### src/hw/rtl/spq_pkg.sv
// Types, constants and helper functions of the stable priority queue.
package spq_pkg;

	localparam int CAPACITY      = 16;
	localparam int PRIORITY_BITS = 8;
	localparam int VALUE_W       = 32;
	localparam int PORT_PRIO_W   = 8;
	localparam int IDX_W         = (CAPACITY > 1) ? $clog2(CAPACITY) : 1;
	localparam int CNT_W         = $clog2(CAPACITY + 1);
	localparam int PRIO_EXT_W    = (PRIORITY_BITS > PORT_PRIO_W) ? PRIORITY_BITS : PORT_PRIO_W;

	typedef logic [IDX_W-1:0]         idx_t;
	typedef logic [CNT_W-1:0]         cnt_t;
	typedef logic [PRIORITY_BITS-1:0] prio_t;
	typedef logic [VALUE_W-1:0]       value_t;

	typedef struct packed {
		value_t value;
		prio_t  prio;
	} entry_t;

	typedef struct packed {
		logic   we;
		idx_t   waddr;
		entry_t wdata;
		idx_t   raddr;
	} store_req_t;

	typedef enum logic {
		OP_INSERT = 1'b0,
		OP_REMOVE = 1'b1
	} op_t;

	typedef enum logic [1:0] {
		ST_INSERTED  = 2'd0,
		ST_REMOVED   = 2'd1,
		ST_UNDERFLOW = 2'd2,
		ST_OVERFLOW  = 2'd3
	} status_t;

	typedef enum logic [2:0] {
		S_IDLE,
		S_INS_RD,
		S_INS_CMP,
		S_REM_RD,
		S_REM_DATA,
		S_RESP
	} state_t;

	// Circular index: base plus offset, wrapped at CAPACITY.
	function automatic idx_t wrap_add(idx_t base, cnt_t off);
		logic [CNT_W:0] sum;
		sum = (CNT_W+1)'(base) + (CNT_W+1)'(off);
		if (sum >= (CNT_W+1)'(CAPACITY)) begin
			sum = sum - (CNT_W+1)'(CAPACITY);
		end
		return sum[IDX_W-1:0];
	endfunction

	function automatic prio_t req_to_prio(logic [PORT_PRIO_W-1:0] p);
		logic [PRIO_EXT_W-1:0] ext;
		ext = PRIO_EXT_W'(p);
		return ext[PRIORITY_BITS-1:0];
	endfunction

	function automatic logic [PORT_PRIO_W-1:0] prio_to_port(prio_t p);
		logic [PRIO_EXT_W-1:0] ext;
		ext = PRIO_EXT_W'(p);
		return ext[PORT_PRIO_W-1:0];
	endfunction

endpackage

### src/hw/rtl/spq_if.sv
// Request and response channel interfaces of the priority queue.
interface spq_req_if;
	import spq_pkg::*;
	logic                           valid;
	logic                           ready;
	logic                           operation;
	logic signed [VALUE_W-1:0]      item_value;
	logic        [PORT_PRIO_W-1:0]  priority_req;

	modport source(output valid, operation, item_value, priority_req, input ready);
	modport sink(input valid, operation, item_value, priority_req, output ready);
endinterface

interface spq_rsp_if;
	import spq_pkg::*;
	logic                           valid;
	logic                           ready;
	logic        [1:0]              status;
	logic signed [VALUE_W-1:0]      removed_value;
	logic        [PORT_PRIO_W-1:0]  removed_priority;

	modport source(output valid, status, removed_value, removed_priority, input ready);
	modport sink(input valid, status, removed_value, removed_priority, output ready);
endinterface

### src/hw/rtl/spq_store.sv
// Entry store: one write port, one read port with registered read data.
module spq_store (
	input  logic               clk,
	input  spq_pkg::store_req_t req,
	output spq_pkg::entry_t    rd_entry
);
	import spq_pkg::*;

	entry_t mem [CAPACITY];
	entry_t rd_entry_q;

	always_ff @(posedge clk) begin
		if (req.we) begin
			mem[req.waddr] <= req.wdata;
		end
	end

	always_ff @(posedge clk) begin
		rd_entry_q <= mem[req.raddr];
	end

	assign rd_entry = rd_entry_q;

endmodule

### src/hw/rtl/spq_ctrl.sv
// Sequencer with the priority comparator and the response register.
module spq_ctrl (
	input  logic                clk,
	input  logic                arst_n,
	spq_req_if.sink             req,
	spq_rsp_if.source           rsp,
	output spq_pkg::store_req_t store_req,
	input  spq_pkg::entry_t     rd_entry
);
	import spq_pkg::*;

	state_t                  state_q, state_d;
	idx_t                    head_q;
	cnt_t                    count_q;
	cnt_t                    idx_q;
	value_t                  value_q;
	prio_t                   prio_q;
	status_t                 res_status_q;
	value_t                  res_value_q;
	logic [PORT_PRIO_W-1:0]  res_prio_q;
	logic                    out_valid_q;
	status_t                 out_status_q;
	value_t                  out_value_q;
	logic [PORT_PRIO_W-1:0]  out_prio_q;

	logic accept;
	logic full;
	logic empty;
	logic shift_up;
	logic load_out;
	op_t  req_op;

	assign req_op   = op_t'(req.operation);
	assign accept   = req.valid && req.ready;
	assign full     = (count_q == cnt_t'(CAPACITY));
	assign empty    = (count_q == '0);
	// Stored entry ranks strictly behind the new one: move it up a slot.
	assign shift_up = (rd_entry.prio > prio_q);

	// Next state
	always_comb begin
		state_d = state_q;
		case (state_q)
			S_IDLE: begin
				if (req.valid) begin
					if (req_op == OP_INSERT) begin
						state_d = full ? S_RESP : S_INS_RD;
					end else begin
						state_d = empty ? S_RESP : S_REM_RD;
					end
				end
			end
			S_INS_RD: begin
				state_d = (idx_q == '0) ? S_RESP : S_INS_CMP;
			end
			S_INS_CMP: begin
				state_d = shift_up ? S_INS_RD : S_RESP;
			end
			S_REM_RD: begin
				state_d = S_REM_DATA;
			end
			S_REM_DATA: begin
				state_d = S_RESP;
			end
			S_RESP: begin
				if (load_out) begin
					state_d = S_IDLE;
				end
			end
			default: begin
				state_d = S_IDLE;
			end
		endcase
	end

	// Outputs
	always_comb begin
		req.ready       = (state_q == S_IDLE);
		load_out        = 1'b0;
		store_req.we    = 1'b0;
		store_req.waddr = wrap_add(head_q, idx_q);
		store_req.wdata = '{value: value_q, prio: prio_q};
		store_req.raddr = wrap_add(head_q, idx_q - cnt_t'(1));
		case (state_q)
			S_INS_RD: begin
				if (idx_q == '0) begin
					store_req.we = 1'b1;
				end
			end
			S_INS_CMP: begin
				store_req.we = 1'b1;
				if (shift_up) begin
					store_req.wdata = rd_entry;
				end
			end
			S_REM_RD: begin
				store_req.raddr = head_q;
			end
			S_RESP: begin
				load_out = !out_valid_q || rsp.ready;
			end
			default: begin
			end
		endcase
	end

	// Control state
	always_ff @(posedge clk or negedge arst_n) begin
		if (!arst_n) begin
			state_q     <= S_IDLE;
			head_q      <= '0;
			count_q     <= '0;
			out_valid_q <= 1'b0;
		end else begin
			state_q <= state_d;
			if ((state_q == S_INS_RD && idx_q == '0) || (state_q == S_INS_CMP && !shift_up)) begin
				count_q <= count_q + cnt_t'(1);
			end
			if (state_q == S_REM_DATA) begin
				head_q  <= wrap_add(head_q, cnt_t'(1));
				count_q <= count_q - cnt_t'(1);
			end
			if (load_out) begin
				out_valid_q <= 1'b1;
			end else if (rsp.ready) begin
				out_valid_q <= 1'b0;
			end
		end
	end

	// Transaction payload and walk index
	always_ff @(posedge clk) begin
		if (accept) begin
			value_q     <= value_t'(req.item_value);
			prio_q      <= req_to_prio(req.priority_req);
			idx_q       <= count_q;
			res_value_q <= '0;
			res_prio_q  <= '0;
			if (req_op == OP_INSERT) begin
				res_status_q <= full ? ST_OVERFLOW : ST_INSERTED;
			end else begin
				res_status_q <= empty ? ST_UNDERFLOW : ST_REMOVED;
			end
		end
		if (state_q == S_INS_CMP && shift_up) begin
			idx_q <= idx_q - cnt_t'(1);
		end
		if (state_q == S_REM_DATA) begin
			res_value_q <= rd_entry.value;
			res_prio_q  <= prio_to_port(rd_entry.prio);
		end
		if (load_out) begin
			out_status_q <= res_status_q;
			out_value_q  <= res_value_q;
			out_prio_q   <= res_prio_q;
		end
	end

	assign rsp.valid            = out_valid_q;
	assign rsp.status           = out_status_q;
	assign rsp.removed_value    = out_value_q;
	assign rsp.removed_priority = out_prio_q;

endmodule

### src/hw/rtl/stable_priority_queue_unit.sv
// Top level: insert walks back from the tail, one entry at a time
// (S_INS_RD reads the store, then S_INS_CMP compares and writes). The
// walk moves at most count entries and stops at index zero or on a compare;
// remove passes S_REM_RD and S_REM_DATA, overflow and underflow go to S_RESP.
// A new transaction is taken while the previous response waits to be taken.
// Reset clears the queue to empty; the store holds no reset and needs no clearing.
module stable_priority_queue_unit (
	input logic       clk,
	input logic       arst_n,
	spq_req_if.sink   req,
	spq_rsp_if.source rsp
);
	import spq_pkg::*;

	store_req_t store_req;
	entry_t     rd_entry;

	spq_ctrl u_ctrl (
		.clk       (clk),
		.arst_n    (arst_n),
		.req       (req),
		.rsp       (rsp),
		.store_req (store_req),
		.rd_entry  (rd_entry)
	);

	spq_store u_store (
		.clk      (clk),
		.req      (store_req),
		.rd_entry (rd_entry)
	);

endmodule

### src/flat_wrapper.sv
// flat-port wrapper written by rule: the top's interface ports become plain ports
module stable_priority_queue_unit_flat import spq_pkg::*;
  (clk, arst_n, req_valid, req_operation, req_item_value, req_priority_req, req_ready, rsp_valid, rsp_status, rsp_removed_value, rsp_removed_priority, rsp_ready);
  spq_req_if req_i ();
  spq_rsp_if rsp_i ();
  input logic clk;
  input logic arst_n;
  input wire logic [$bits(req_i.valid)-1:0] req_valid;
  input wire logic [$bits(req_i.operation)-1:0] req_operation;
  input wire logic [$bits(req_i.item_value)-1:0] req_item_value;
  input wire logic [$bits(req_i.priority_req)-1:0] req_priority_req;
  output wire logic [$bits(req_i.ready)-1:0] req_ready;
  output wire logic [$bits(rsp_i.valid)-1:0] rsp_valid;
  output wire logic [$bits(rsp_i.status)-1:0] rsp_status;
  output wire logic [$bits(rsp_i.removed_value)-1:0] rsp_removed_value;
  output wire logic [$bits(rsp_i.removed_priority)-1:0] rsp_removed_priority;
  input wire logic [$bits(rsp_i.ready)-1:0] rsp_ready;
  assign req_i.valid = req_valid;
  assign req_i.operation = req_operation;
  assign req_i.item_value = req_item_value;
  assign req_i.priority_req = req_priority_req;
  assign req_ready = req_i.ready;
  assign rsp_valid = rsp_i.valid;
  assign rsp_status = rsp_i.status;
  assign rsp_removed_value = rsp_i.removed_value;
  assign rsp_removed_priority = rsp_i.removed_priority;
  assign rsp_i.ready = rsp_ready;
  stable_priority_queue_unit u_core (.clk(clk), .arst_n(arst_n), .req(req_i), .rsp(rsp_i));
endmodule
### config.mk
export PLATFORM = sky130hd
export DESIGN_NAME = stable_priority_queue_unit_flat
export DESIGN_NICKNAME = d
export VERILOG_FILES = /design/src/hw/rtl/spq_pkg.sv /design/src/hw/rtl/spq_if.sv /design/src/hw/rtl/spq_store.sv /design/src/hw/rtl/spq_ctrl.sv /design/src/hw/rtl/stable_priority_queue_unit.sv /design/src/flat_wrapper.sv
export SDC_FILE = /design/constraint.sdc
export NUM_CORES = 1
export LEC_CHECK = 0
export BUFFER_PORTS_ARGS = -buffer_cell sky130_fd_sc_hd__buf_4
export CORE_AREA = 2 2 207 260
export DETAILED_ROUTE_END_ITERATION = 8
export DIE_AREA = 0 0 209 262
export PLACE_DENSITY = 0.77
export SLEW_MARGIN = 20
export SYNTH_ARGS = -nofsm -noshare
export SYNTH_HDL_FRONTEND = slang
export SYNTH_HIERARCHICAL = 1
export SYNTH_SLANG_ARGS = --single-unit
### constraint.sdc
create_clock -name clk -period 14.55 [get_ports clk]
set_clock_uncertainty 0.1 [all_clocks]
set_input_delay 1.455 -clock clk [delete_from_list [all_inputs] [get_ports clk]]
set_output_delay 1.455 -clock clk [all_outputs]
set_load 0.01 [all_outputs]
==> results of run 1 <==
-- final cells by class --
class	instances	area [um2]	share of cell area (%)
multi-input cells	512	6610	18.8
clock inverters	45	459	1.31
clock buffers	94	2020	5.75
repair buffers	120	925	2.63
flip-flops and latches	822	24200	68.9
well taps	672	841	2.39
inverters	20	75.1	0.214
-- cell families after synthesis --
group,share of synthesized area [%]
DFF,77.6
muxes,14.1
and+or+nand+nor,2.52
AOI/OAI and AO/OA,2.55
buffers and inverters,1.78
adders and majority gates,0.954
xor gates and xnor gates,0.449
-- final timing paths --
kind / from / slack (ps) / depth (start not counted) / end
worst max register to register: u_core/u_ctrl/state_q[2] / 10370 / 10 / u_core/u_store/rd_entry[18]
worst min-delay path: u_core/u_ctrl/res_value_q[14] / 310 / 0 / u_core/u_ctrl/rsp.removed_value[14]
max in group asynchronous: arst_n / 13580 / 1 / u_core/u_ctrl/state_q[2]
worst max-delay path: u_core/u_ctrl/state_q[2] / 10370 / 10 / u_core/u_store/rd_entry[18]
min in group asynchronous: arst_n / 580 / 1 / u_core/u_ctrl/rsp.valid
worst min register to register: u_core/u_ctrl/res_value_q[14] / 310 / 0 / u_core/u_ctrl/rsp.removed_value[14]
-- cells in the final DEF (no fill, tap or decap), types with 12 or more instances in the layout --
cell / instances
edfxtp_1: 769
buf_4: 118
mux4_2: 100
a22oi_1: 80
clkbuf_16: 77
mux4_1: 60
nand2_1: 55
dfxtp_1: 40
and3_1: 39
mux2_1: 37
clkinv_1: 22
ha_1: 19
inv_1: 18
nor2_4: 15
clkbuf_1: 14
xnor2_1: 13
dfrtp_1: 12
-- power groups by stage --
stage / Sequential [mW] / Clock (mW) / Combinational (mW)
2_1_floorplan: 3.25 / 0 / 2.67
3_3_place_gp: 3.28 / 0 / 3.43
3_5_place_dp: 3.29 / 0 / 3.53
4_1_cts: 3.25 / 2.02 / 3.57
5_1_grt: 3.27 / 2.10 / 3.84
6_report: 3.25 / 1.98 / 3.59
-- worst max-delay path: cells and delay by family (launching register included) --
family | cells | cell delay (ps)
buf+inv | 4 | 1800
simple gates | 3 | 750
mux | 1 | 630
flops | 1 | 380
compound gates | 2 | 330
-- metrics by stage --
step | setup WS (ps) | power [mW]
floorplan | 8930 | 5.91
global placement | 10120 | 6.71
detailed placement | 10010 | 6.82
CTS | 9900 | 8.84
global route | 10020 | 9.22
finish | 10370 | 8.83
-- cells in the mapped netlist (4+ instances only) --
cell / count
ha_1: 19
dfrtp_1: 13
nand4_1: 4
nor3_1: 6
a21o_1: 4
nand2_1: 56
mux2_2: 9
buf_12: 11
buf_4: 4
nor2_1: 21
xnor2_1: 13
edfxtp_1: 769
a22oi_1: 80
mux2_1: 37
a21oi_1: 9
mux4_2: 100
and3_1: 39
nor2b_1: 4
mux4_1: 60
buf_2: 14
nand2b_1: 6
dfxtp_1: 40
o21ai_0: 7
inv_1: 19
clkbuf_1: 39
-- per-layer routing --
layer / GRT usage, % / up-vias / share of wire, %
met5: 0 / - / 0
met4: 8.25 / 0 / 2.5
met3: 3.73 / 124 / 7.2
met2: 42.2 / 690 / 52
met1: 33.0 / 7651 / 39
li1: - / 6189 / -
-- sequential cells by signal (all words and copies together), names as in the netlist, 8 cells and up --
| name | count |
|---|---|
| u_core/u_ctrl/prio_q | 8 |
| u_core/u_ctrl/res_prio_q | 8 |
| u_core/u_ctrl/res_value_q | 32 |
| u_core/u_ctrl/rsp.removed_priority | 8 |
| u_core/u_ctrl/rsp.removed_value | 32 |
| u_core/u_ctrl/value_q | 32 |
| u_core/u_store/mem | 640 |
| u_core/u_store/rd_entry | 40 |
==> flow_metrics.py, run 1 <==
metrics = {
    "worst_setup_path": {
        "cp_data_arrival_time_ps": 4580,
        "worst-path-max-fanout": 52,
        "critPathCaptureType": "flip-flop",
        "critPathMostFrequentCell": "buf_4",
        "critPathKind": "reg2reg",
        "cpPeakStageDelay_ps": 740,
        "path_cells": "buf_4 > nor2_1 > nand2_1 > o21ai_4 > buf_4 > buf_16 > buf_4 > mux4_2 > a22oi_1 > nand2_1",
        "cp_slowest_cell": "buf_4",
        "critPathRequiredTime_ps": 14940,
        "start_kind": "flip-flop",
    },
    "timing": {
        "maxSlewViolCount": 0,
        "period_needed_ps": 4180,
        "holdWs_ps": 315,
        "slew_headroom_pct": 23.2,
        "period_share_pct": 28.7,
        "finalHoldViolations": 0,
        "grt_setup_unrepaired": "no",
        "finalSetupTns_ps": 0,
        "fmax_mhz": 239,
        "setup_viol": 0,
        "tightest_slew_ps": 1150,
    },
    "cts": {
        "cts_buffer_depth": 3,
        "post_cts_resized": 0,
        "cts_root_buf": "clkbuf_16",
        "post-cts-setup-buffers": 0,
        "clk_latency_ps": 620,
        "postCtsHoldBufs": 0,
        "cts_made_buffers": 76,
        "cts_tree": "built",
        "clk_pin_slew_ps": 60,
        "cts_sinks": 822,
        "cts_max_level": 3,
    },
    "yosys": {
        "ys_seq_area_share_pct": 77.6,
        "yosysUniqueCellTypes": 51,
        "synth_edf_count": 769,
        "synth_area_leader_cell": "edfxtp_1",
        "syn_area_per_cell_um2": 21.9,
        "synth_area_leaders": "edfxtp_1 (74%), mux4_2 (7.2%), mux4_1 (5.1%)",
        "synth-main-ff-cell": "edfxtp_1",
        "synthCells": 1424,
        "async_reset_ff_share_pct": 1.58,
        "yosysWarnings": 6,
        "synth-seq-cells": 822,
        "syn_nets": 1491,
        "synth_top_cell_area_share_pct": 74.0,
        "syn_area_mm2": 0.0312,
    },
    "finish": {
        "fill_cells": 3156,
        "drive_gt1_share_pct": 22.8,
        "final_core_util_pct": 67.2,
        "fin_area_mm2": 0.0352,
        "antennaDiodeCount": 0,
        "fin_nets": 1619,
        "area_growth_pct": 12.7,
        "finalNonFillerCells": 2285,
    },
    "pwr": {
        "power_frac_comb_pct": 40.7,
        "swShare_pct": 34.8,
        "pwr-share-clk_pct": 22.5,
        "ir_worst_vdd_uv": 302,
        "p_per_area_mw_per_mm2": 251,
        "power.internal_mw": 5.75,
        "power_switching_mw": 3.07,
        "seqPwrFrac_pct": 36.8,
        "leakage_nw": 11.9,
    },
    "detailed_routing": {
        "wirelength_um": 65700,
        "first_pass_iters": 7,
        "drtIter0Drc": 1514,
        "drc_errors": 0,
        "avgRoutedWirePerCell_um": 28.8,
        "ant_nets": 0,
        "vias": 14700,
        "via_per_inst": 6.41,
    },
    "floorplanning": {
        "fp-row-count": 94,
        "die_h_um": 262,
        "core_area_mm2": 0.0523,
        "initial_core_util_pct": 59.6,
        "die_area_mm2": 0.0548,
        "ios": 89,
        "fp.dieW_um": 209,
    },
    "place": {
        "placed_area_mm2": 0.0326,
        "place_congestion": 0.805,
        "dp_cells": 2145,
        "portBuffers": 88,
        "dp_hpwl_um": 29300,
    },
    "grt": {
        "grt_overflow": 0,
        "grt_max_degree": 83,
        "antenna_found_initial": 0,
        "first_global_vias": 15200,
        "grt_pass1_wl_um": 97300,
        "grt_use_total_pct": 24.6,
    },
    "run_status": {
        "outcome": "complete, no violations",
    },
    "min_path": {
        "hold_class": "reg2reg",
    },
    "flow_run": {
        "drv_cap": 0,
    },
}
Power figures use the tool's default switching activity.
==> run 2, diff against run 1 <==
==> constraint.sdc (replaced) <==
create_clock -name clk -period 3.93 [get_ports clk]
set_clock_uncertainty 0.1 [all_clocks]
set_input_delay 0.393 -clock clk [delete_from_list [all_inputs] [get_ports clk]]
set_output_delay 0.393 -clock clk [all_outputs]
set_load 0.01 [all_outputs]
==> run 2 against run 1 <==
Worst setup slack got worse by 10000 ps. Register-to-register slack got worse by 10000 ps. Worst hold slack got worse by 270 ps. Sequential share of layout area fell by 2.1 points. Critical path depth fell by 2. Die area did not move. Non-clock buffer count rose by 69. Final area rose by 3.1%. Global-route usage rose by 0.090 points. Routed wire length barely moved. Largest power group unchanged.
==> flow_metrics.py, run 2 (same netlist as run 1, synthesis figures left out) <==
metrics = {
    "cts": {
        "cts_sinks": 822,
        "cts_buffer_depth": 3,
        "cts_root_buf": "clkbuf_16",
        "cts_made_buffers": 77,
        "cts_tree": "built",
        "cts_max_level": 3,
        "clk_pin_slew_ps": 70,
        "clk_latency_ps": 620,
    },
    "floorplanning": {
        "fp.dieW_um": 209,
        "fp-row-count": 94,
        "initial_core_util_pct": 59.6,
        "die_h_um": 262,
        "core_area_mm2": 0.0523,
        "ios": 89,
        "die_area_mm2": 0.0548,
    },
    "grt": {
        "grt_max_degree": 52,
        "grt_pass1_wl_um": 98000,
        "grt_use_total_pct": 24.7,
        "grt_overflow": 0,
        "first_global_vias": 15800,
        "antenna_found_initial": 1,
    },
    "timing": {
        "slew_headroom_pct": 33.3,
        "setup_viol": 0,
        "holdWs_ps": 41.4,
        "tightest_slew_ps": 996,
        "period_needed_ps": 3760,
        "grt_setup_unrepaired": "no",
        "fmax_mhz": 266,
        "finalHoldViolations": 0,
        "maxSlewViolCount": 0,
        "layout_setup_ws_ps": 169,
        "finalSetupTns_ps": 0,
        "period_share_pct": 95.7,
    },
    "pwr": {
        "p_per_area_mw_per_mm2": 935,
        "power_frac_comb_pct": 42.4,
        "swShare_pct": 35.0,
        "seqPwrFrac_pct": 35.4,
        "ir_worst_vdd_uv": 1210,
        "leakage_nw": 12.3,
        "power_switching_mw": 11.8,
        "power.internal_mw": 22.1,
        "power_mw": 33.9,
        "pwr-share-clk_pct": 22.2,
    },
    "worst_setup_path": {
        "start_kind": "flip-flop",
        "cp_data_arrival_time_ps": 3940,
        "critPathRequiredTime_ps": 4110,
        "path_cells": "inv_1 > ha_1 > or4b_4 > or3b_1 > a21oi_1 > or3b_2 > nor3_4 > buf_4",
        "cpPeakStageDelay_ps": 640,
        "cp_slowest_cell": "or3b_2",
        "critPathKind": "reg2reg",
        "worst-path-max-fanout": 20,
        "critPathCaptureType": "flip-flop",
    },
    "detailed_routing": {
        "avgRoutedWirePerCell_um": 27.9,
        "drc_errors": 0,
        "wirelength_um": 65700,
        "via_per_inst": 6.36,
        "ant_nets": 0,
        "highest_layer": "met4",
        "wl_met1_um": 24800,
        "vias": 15000,
        "first_pass_iters": 5,
        "drtIter0Drc": 1436,
        "wl_met3_um": 4540,
        "dr_wl_met2_um": 34600,
    },
    "place": {
        "place_congestion": 0.768,
        "portBuffers": 88,
        "dp_cells": 2173,
        "dp_hpwl_um": 35100,
        "place_ws_ps": 249,
    },
    "finish": {
        "ff_latch_area_mm2": 0.0242,
        "fill_cells": 3008,
        "finalNonFillerCells": 2355,
        "antennaDiodeCount": 0,
        "final_cell_mix": "edfxtp_1 (769), buf_4 (117), mux4_2 (100), a22oi_1 (80), clkbuf_16 (79)",
        "final_common_cell": "edfxtp_1",
        "largest_register_ffs": 640,
        "drive_gt1_share_pct": 24.1,
        "multi_input_area_mm2": 0.00664,
        "top_register": "u_core/u_store/mem",
        "area_growth_pct": 16.2,
        "fin_nets": 1689,
    },
    "run_status": {
        "outcome": "complete, no violations",
    },
    "flow_run": {
        "drv_cap": 0,
    },
    "min_path": {
        "hold_class": "in2reg",
    },
}
==> run 2: cell count changes in the layout (fill, tap and decap cells not counted), sizes merged <==
cell | before | now
dlygate4sd3 | 0 | 42
clkinv | 32 | 22
buf | 120 | 147
clkbuf | 94 | 105
==> run 2: routing by layer <==
layer	up-vias	track usage, %
met1	7863	32.2
li1	6330	-
met4	0	9.21
met5	-	0
met3	132	3.72
met2	661	42.9
==> run 2: layout make-up <==
class | count | area share (%)
Multi-Input combinational cell | 512 | 18.3
Clock inverter | 35 | 1.20
Inverter | 20 | 0.207
Timing Repair Buffer | 189 | 5.24
Sequential cell | 822 | 66.8
Clock buffer | 105 | 5.89
Tap cell | 672 | 2.32
==> run 2: power groups by stage <==
stage | combinational, mW | sequential, mW | clock, mW
4_1_cts | 14.5 | 12.0 | 7.66
5_1_grt | 15.3 | 12.1 | 7.96
3_5_place_dp | 14.1 | 12.2 | 0
3_3_place_gp | 13.7 | 12.1 | 0
2_1_floorplan | 9.94 | 12.0 | 0
6_report | 14.4 | 12.0 | 7.53
==> run 2: metrics by stage <==
step,util [%],cell area [um2]
2_1_floorplan,-,31300
3_3_place_gp,63.5,33300
3_5_place_dp,63.5,33300
4_1_cts,69.2,36200
5_1_grt,69.2,36200
6_report,69.2,36200
==> run 2: final timing paths <==
path | depth (start not counted) | to | start | slack, ps
max reg2reg | 8 | u_core/u_store/mem[0][10] | u_core/u_ctrl/idx_q[0] | 170
min in group asynchronous | 2 | u_core/u_ctrl/rsp.valid | arst_n | 70
min | 3 | u_core/u_ctrl/rsp.valid | rsp_ready | 40
min reg2reg | 0 | u_core/u_ctrl/rsp.removed_value[31] | u_core/u_ctrl/res_value_q[31] | 310
max in group asynchronous | 2 | u_core/u_ctrl/state_q[2] | arst_n | 3470
max | 8 | u_core/u_store/mem[0][10] | u_core/u_ctrl/idx_q[0] | 170
==> run 2: what timing repair did <==
action                                 4_1_cts  5_1_grt
buffers inserted                             0        0
endpoints found under the hold margin       54        0
hold buffers                                42        0
gates resized for setup                      0        0
==> run 2: critical path, delay by kind of cell (launching register included) <==
kind,cells,cell delay [ps]
and+or+nand+nor,4,1780
AOI/OAI and AO/OA,1,410
buffers and inverters,2,470
DFF,1,440
adders and majority gates,1,210
==> run 3, diff against run 2 <==
--- a/config.mk
+++ b/config.mk
@@ -6,10 +6,10 @@
 export NUM_CORES = 1
 export LEC_CHECK = 0
 export BUFFER_PORTS_ARGS = -buffer_cell sky130_fd_sc_hd__buf_4
-export CORE_AREA = 2 2 207 260
+export CORE_AREA = 2 2 217 272
 export DETAILED_ROUTE_END_ITERATION = 8
-export DIE_AREA = 0 0 209 262
-export PLACE_DENSITY = 0.77
+export DIE_AREA = 0 0 219 274
+export PLACE_DENSITY = 0.71
 export SLEW_MARGIN = 20
 export SYNTH_ARGS = -nofsm -noshare
 export SYNTH_HDL_FRONTEND = slang
==> run 3 against run 2 <==
Clock-buffer cell count grew 8. Largest cell class unchanged. Worst hold slack improved by 22 ps. First-iteration DRC count up 4.5%. Register-to-register slack gained 110 ps. Routed wire length fell by 4.4%.
==> flow_metrics.py, run 3 (same netlist as run 1, synthesis figures left out) <==
metrics = {
    "grt": {
        "grt_pass1_wl_um": 94600,
        "antenna_found_initial": 1,
        "grt_overflow": 0,
        "grt_max_degree": 65,
        "grt_use_total_pct": 21.7,
        "first_global_vias": 15300,
    },
    "cts": {
        "cts_sinks": 822,
        "clk_pin_slew_ps": 60,
        "cts_max_level": 3,
        "cts_buffer_depth": 3,
        "post-cts-setup-buffers": 0,
        "cts_tree": "built",
        "cts_root_buf": "clkbuf_16",
        "clk_latency_ps": 620,
        "cts_made_buffers": 77,
    },
    "detailed_routing": {
        "drc_errors": 0,
        "ant_nets": 0,
        "wirelength_um": 62800,
        "drtIter0Drc": 1501,
        "avgRoutedWirePerCell_um": 25.8,
        "via_per_inst": 5.95,
        "vias": 14500,
        "first_pass_iters": 8,
    },
    "pwr": {
        "p_per_area_mw_per_mm2": 927,
        "ir_worst_vdd_uv": 1320,
        "leakage_nw": 12.3,
        "power_mw": 33.5,
    },
    "timing": {
        "fmax_mhz": 274,
        "tightest_slew_ps": 885,
        "setup_viol": 0,
        "finalHoldViolations": 0,
        "period_needed_ps": 3650,
        "finalSetupTns_ps": 0,
        "period_share_pct": 92.9,
        "maxSlewViolCount": 0,
        "slew_headroom_pct": 40.4,
        "holdWs_ps": 63.8,
        "grt_setup_unrepaired": "no",
    },
    "floorplanning": {
        "fp-row-count": 99,
        "die_area_mm2": 0.0600,
        "core_area_mm2": 0.0577,
        "initial_core_util_pct": 54.1,
        "fp.dieW_um": 219,
        "ios": 89,
        "die_h_um": 274,
    },
    "finish": {
        "fill_cells": 3929,
        "largest_register_ffs": 640,
        "top_register": "u_core/u_store/mem",
        "final_core_util_pct": 62.6,
        "final_common_cell": "edfxtp_1",
        "area_growth_pct": 15.9,
        "final_cell_mix": "edfxtp_1 (769), buf_4 (124), mux4_2 (100), clkbuf_16 (81), a22oi_1 (80)",
        "drive_gt1_share_pct": 23.9,
        "fin_nets": 1682,
        "ff_latch_area_mm2": 0.0242,
        "antennaDiodeCount": 0,
        "multi_input_area_mm2": 0.00664,
        "fin_area_mm2": 0.0362,
    },
    "place": {
        "place_congestion": 0.763,
        "placed_area_mm2": 0.0331,
        "portBuffers": 88,
        "dp_hpwl_um": 35400,
    },
    "worst_setup_path": {
        "cp_data_arrival_time_ps": 3820,
        "path_cells": "inv_1 > ha_1 > or4b_4 > or3b_1 > a21oi_1 > nand3b_1 > nor3_4 > buf_4",
        "path_depth": 8,
        "critPathKind": "reg2reg",
        "path_buf_inv": 2,
        "critPathCaptureType": "flip-flop",
        "r2r_slack_ps": 280,
        "cpLargestDelayFamily": "simple AND/OR/NAND/NOR gates",
        "reg2reg_depth": 8,
        "cp_slowest_cell": "or4b_4",
        "cpPeakStageDelay_ps": 500,
        "start_kind": "flip-flop",
        "worst-path-max-fanout": 23,
        "critPathRequiredTime_ps": 4100,
    },
    "min_path": {
        "hold_class": "in2async",
    },
    "run_status": {
        "outcome": "complete, no violations",
    },
    "flow_run": {
        "drv_cap": 0,
    },
}
-- run 3: cell types whose count changed in the layout (fill, tap and decap cells not counted), moves of 2 or more --
| cell | previous run | this run |
|---|---|---|
| clkbuf_1 | 20 | 23 |
| clkinv_8 | 2 | 0 |
| clkinv_1 | 7 | 3 |
| clkbuf_16 | 79 | 81 |
| clkbuf_8 | 6 | 9 |
| clkinv_2 | 11 | 14 |
| clkinv_4 | 2 | 0 |
| buf_12 | 30 | 16 |
| buf_4 | 117 | 124 |
-- run 3: timing repair --
action	4_1_cts	5_1_grt
hold buffers	42	0
gates resized for setup	0	0
hold endpoints to repair	54	0
-- run 3: layout make-up --
type                            instances  share of cell area [%]
Clock buffer                          113                    6.19
Inverter                               20                   0.208
Timing Repair Buffer                  182                    4.62
Multi-Input combinational cell        512                    18.4
Tap cell                              757                    2.62
Clock inverter                         30                    1.03
Sequential cell                       822                    67.0
-- run 3: worst register-to-register path, delay by kind of cell, from the launching register on --
kind,cells,cell delay [ps]
simple gates,4,1580
buf+inv,2,550
compound gates,1,430
fa+ha+maj,1,210
flops,1,420
-- run 3: path summary, 6_finish.rpt --
path | from | to
max | u_core/u_ctrl/idx_q[1] | u_core/u_store/mem[4][24]
min | arst_n | u_core/u_ctrl/count_q[1]
max reg2reg | u_core/u_ctrl/idx_q[1] | u_core/u_store/mem[4][24]
min reg2reg | u_core/u_ctrl/res_value_q[22] | u_core/u_ctrl/rsp.removed_value[22]
max in group asynchronous | arst_n | u_core/u_ctrl/state_q[2]
min in group clk | req_valid | u_core/u_ctrl/state_q[1]
-- run 3: per-stage QoR --
stage               worst slack (ps)  cells
floorplan                       -601   1424
global placement                 350   2251
detailed placement               299   2251
CTS                              284   2436
global route                    88.9   2436
finish                           279   2436
-- run 3: power by group --
part	internal (mW)	total, mW	switching, mW	leakage [nW]
Clock	4.50	7.59	3.09	1.28
Sequential	11.5	12.0	0.456	7.46
Combinational	5.92	13.9	8.02	3.53
Total	22.0	33.5	11.6	12.3
-- run 3: routing by layer --
| metal | up-vias | part of all wire, % | track usage [%] |
|---|---|---|---|
| met1 | 7622 | 40 | 28.0 |
| met4 | 0 | 2.8 | 7.91 |
| met2 | 468 | 52 | 37.7 |
| met5 | - | 0 | 0 |
| li1 | 6310 | - | - |
| met3 | 99 | 5.3 | 3.33 |
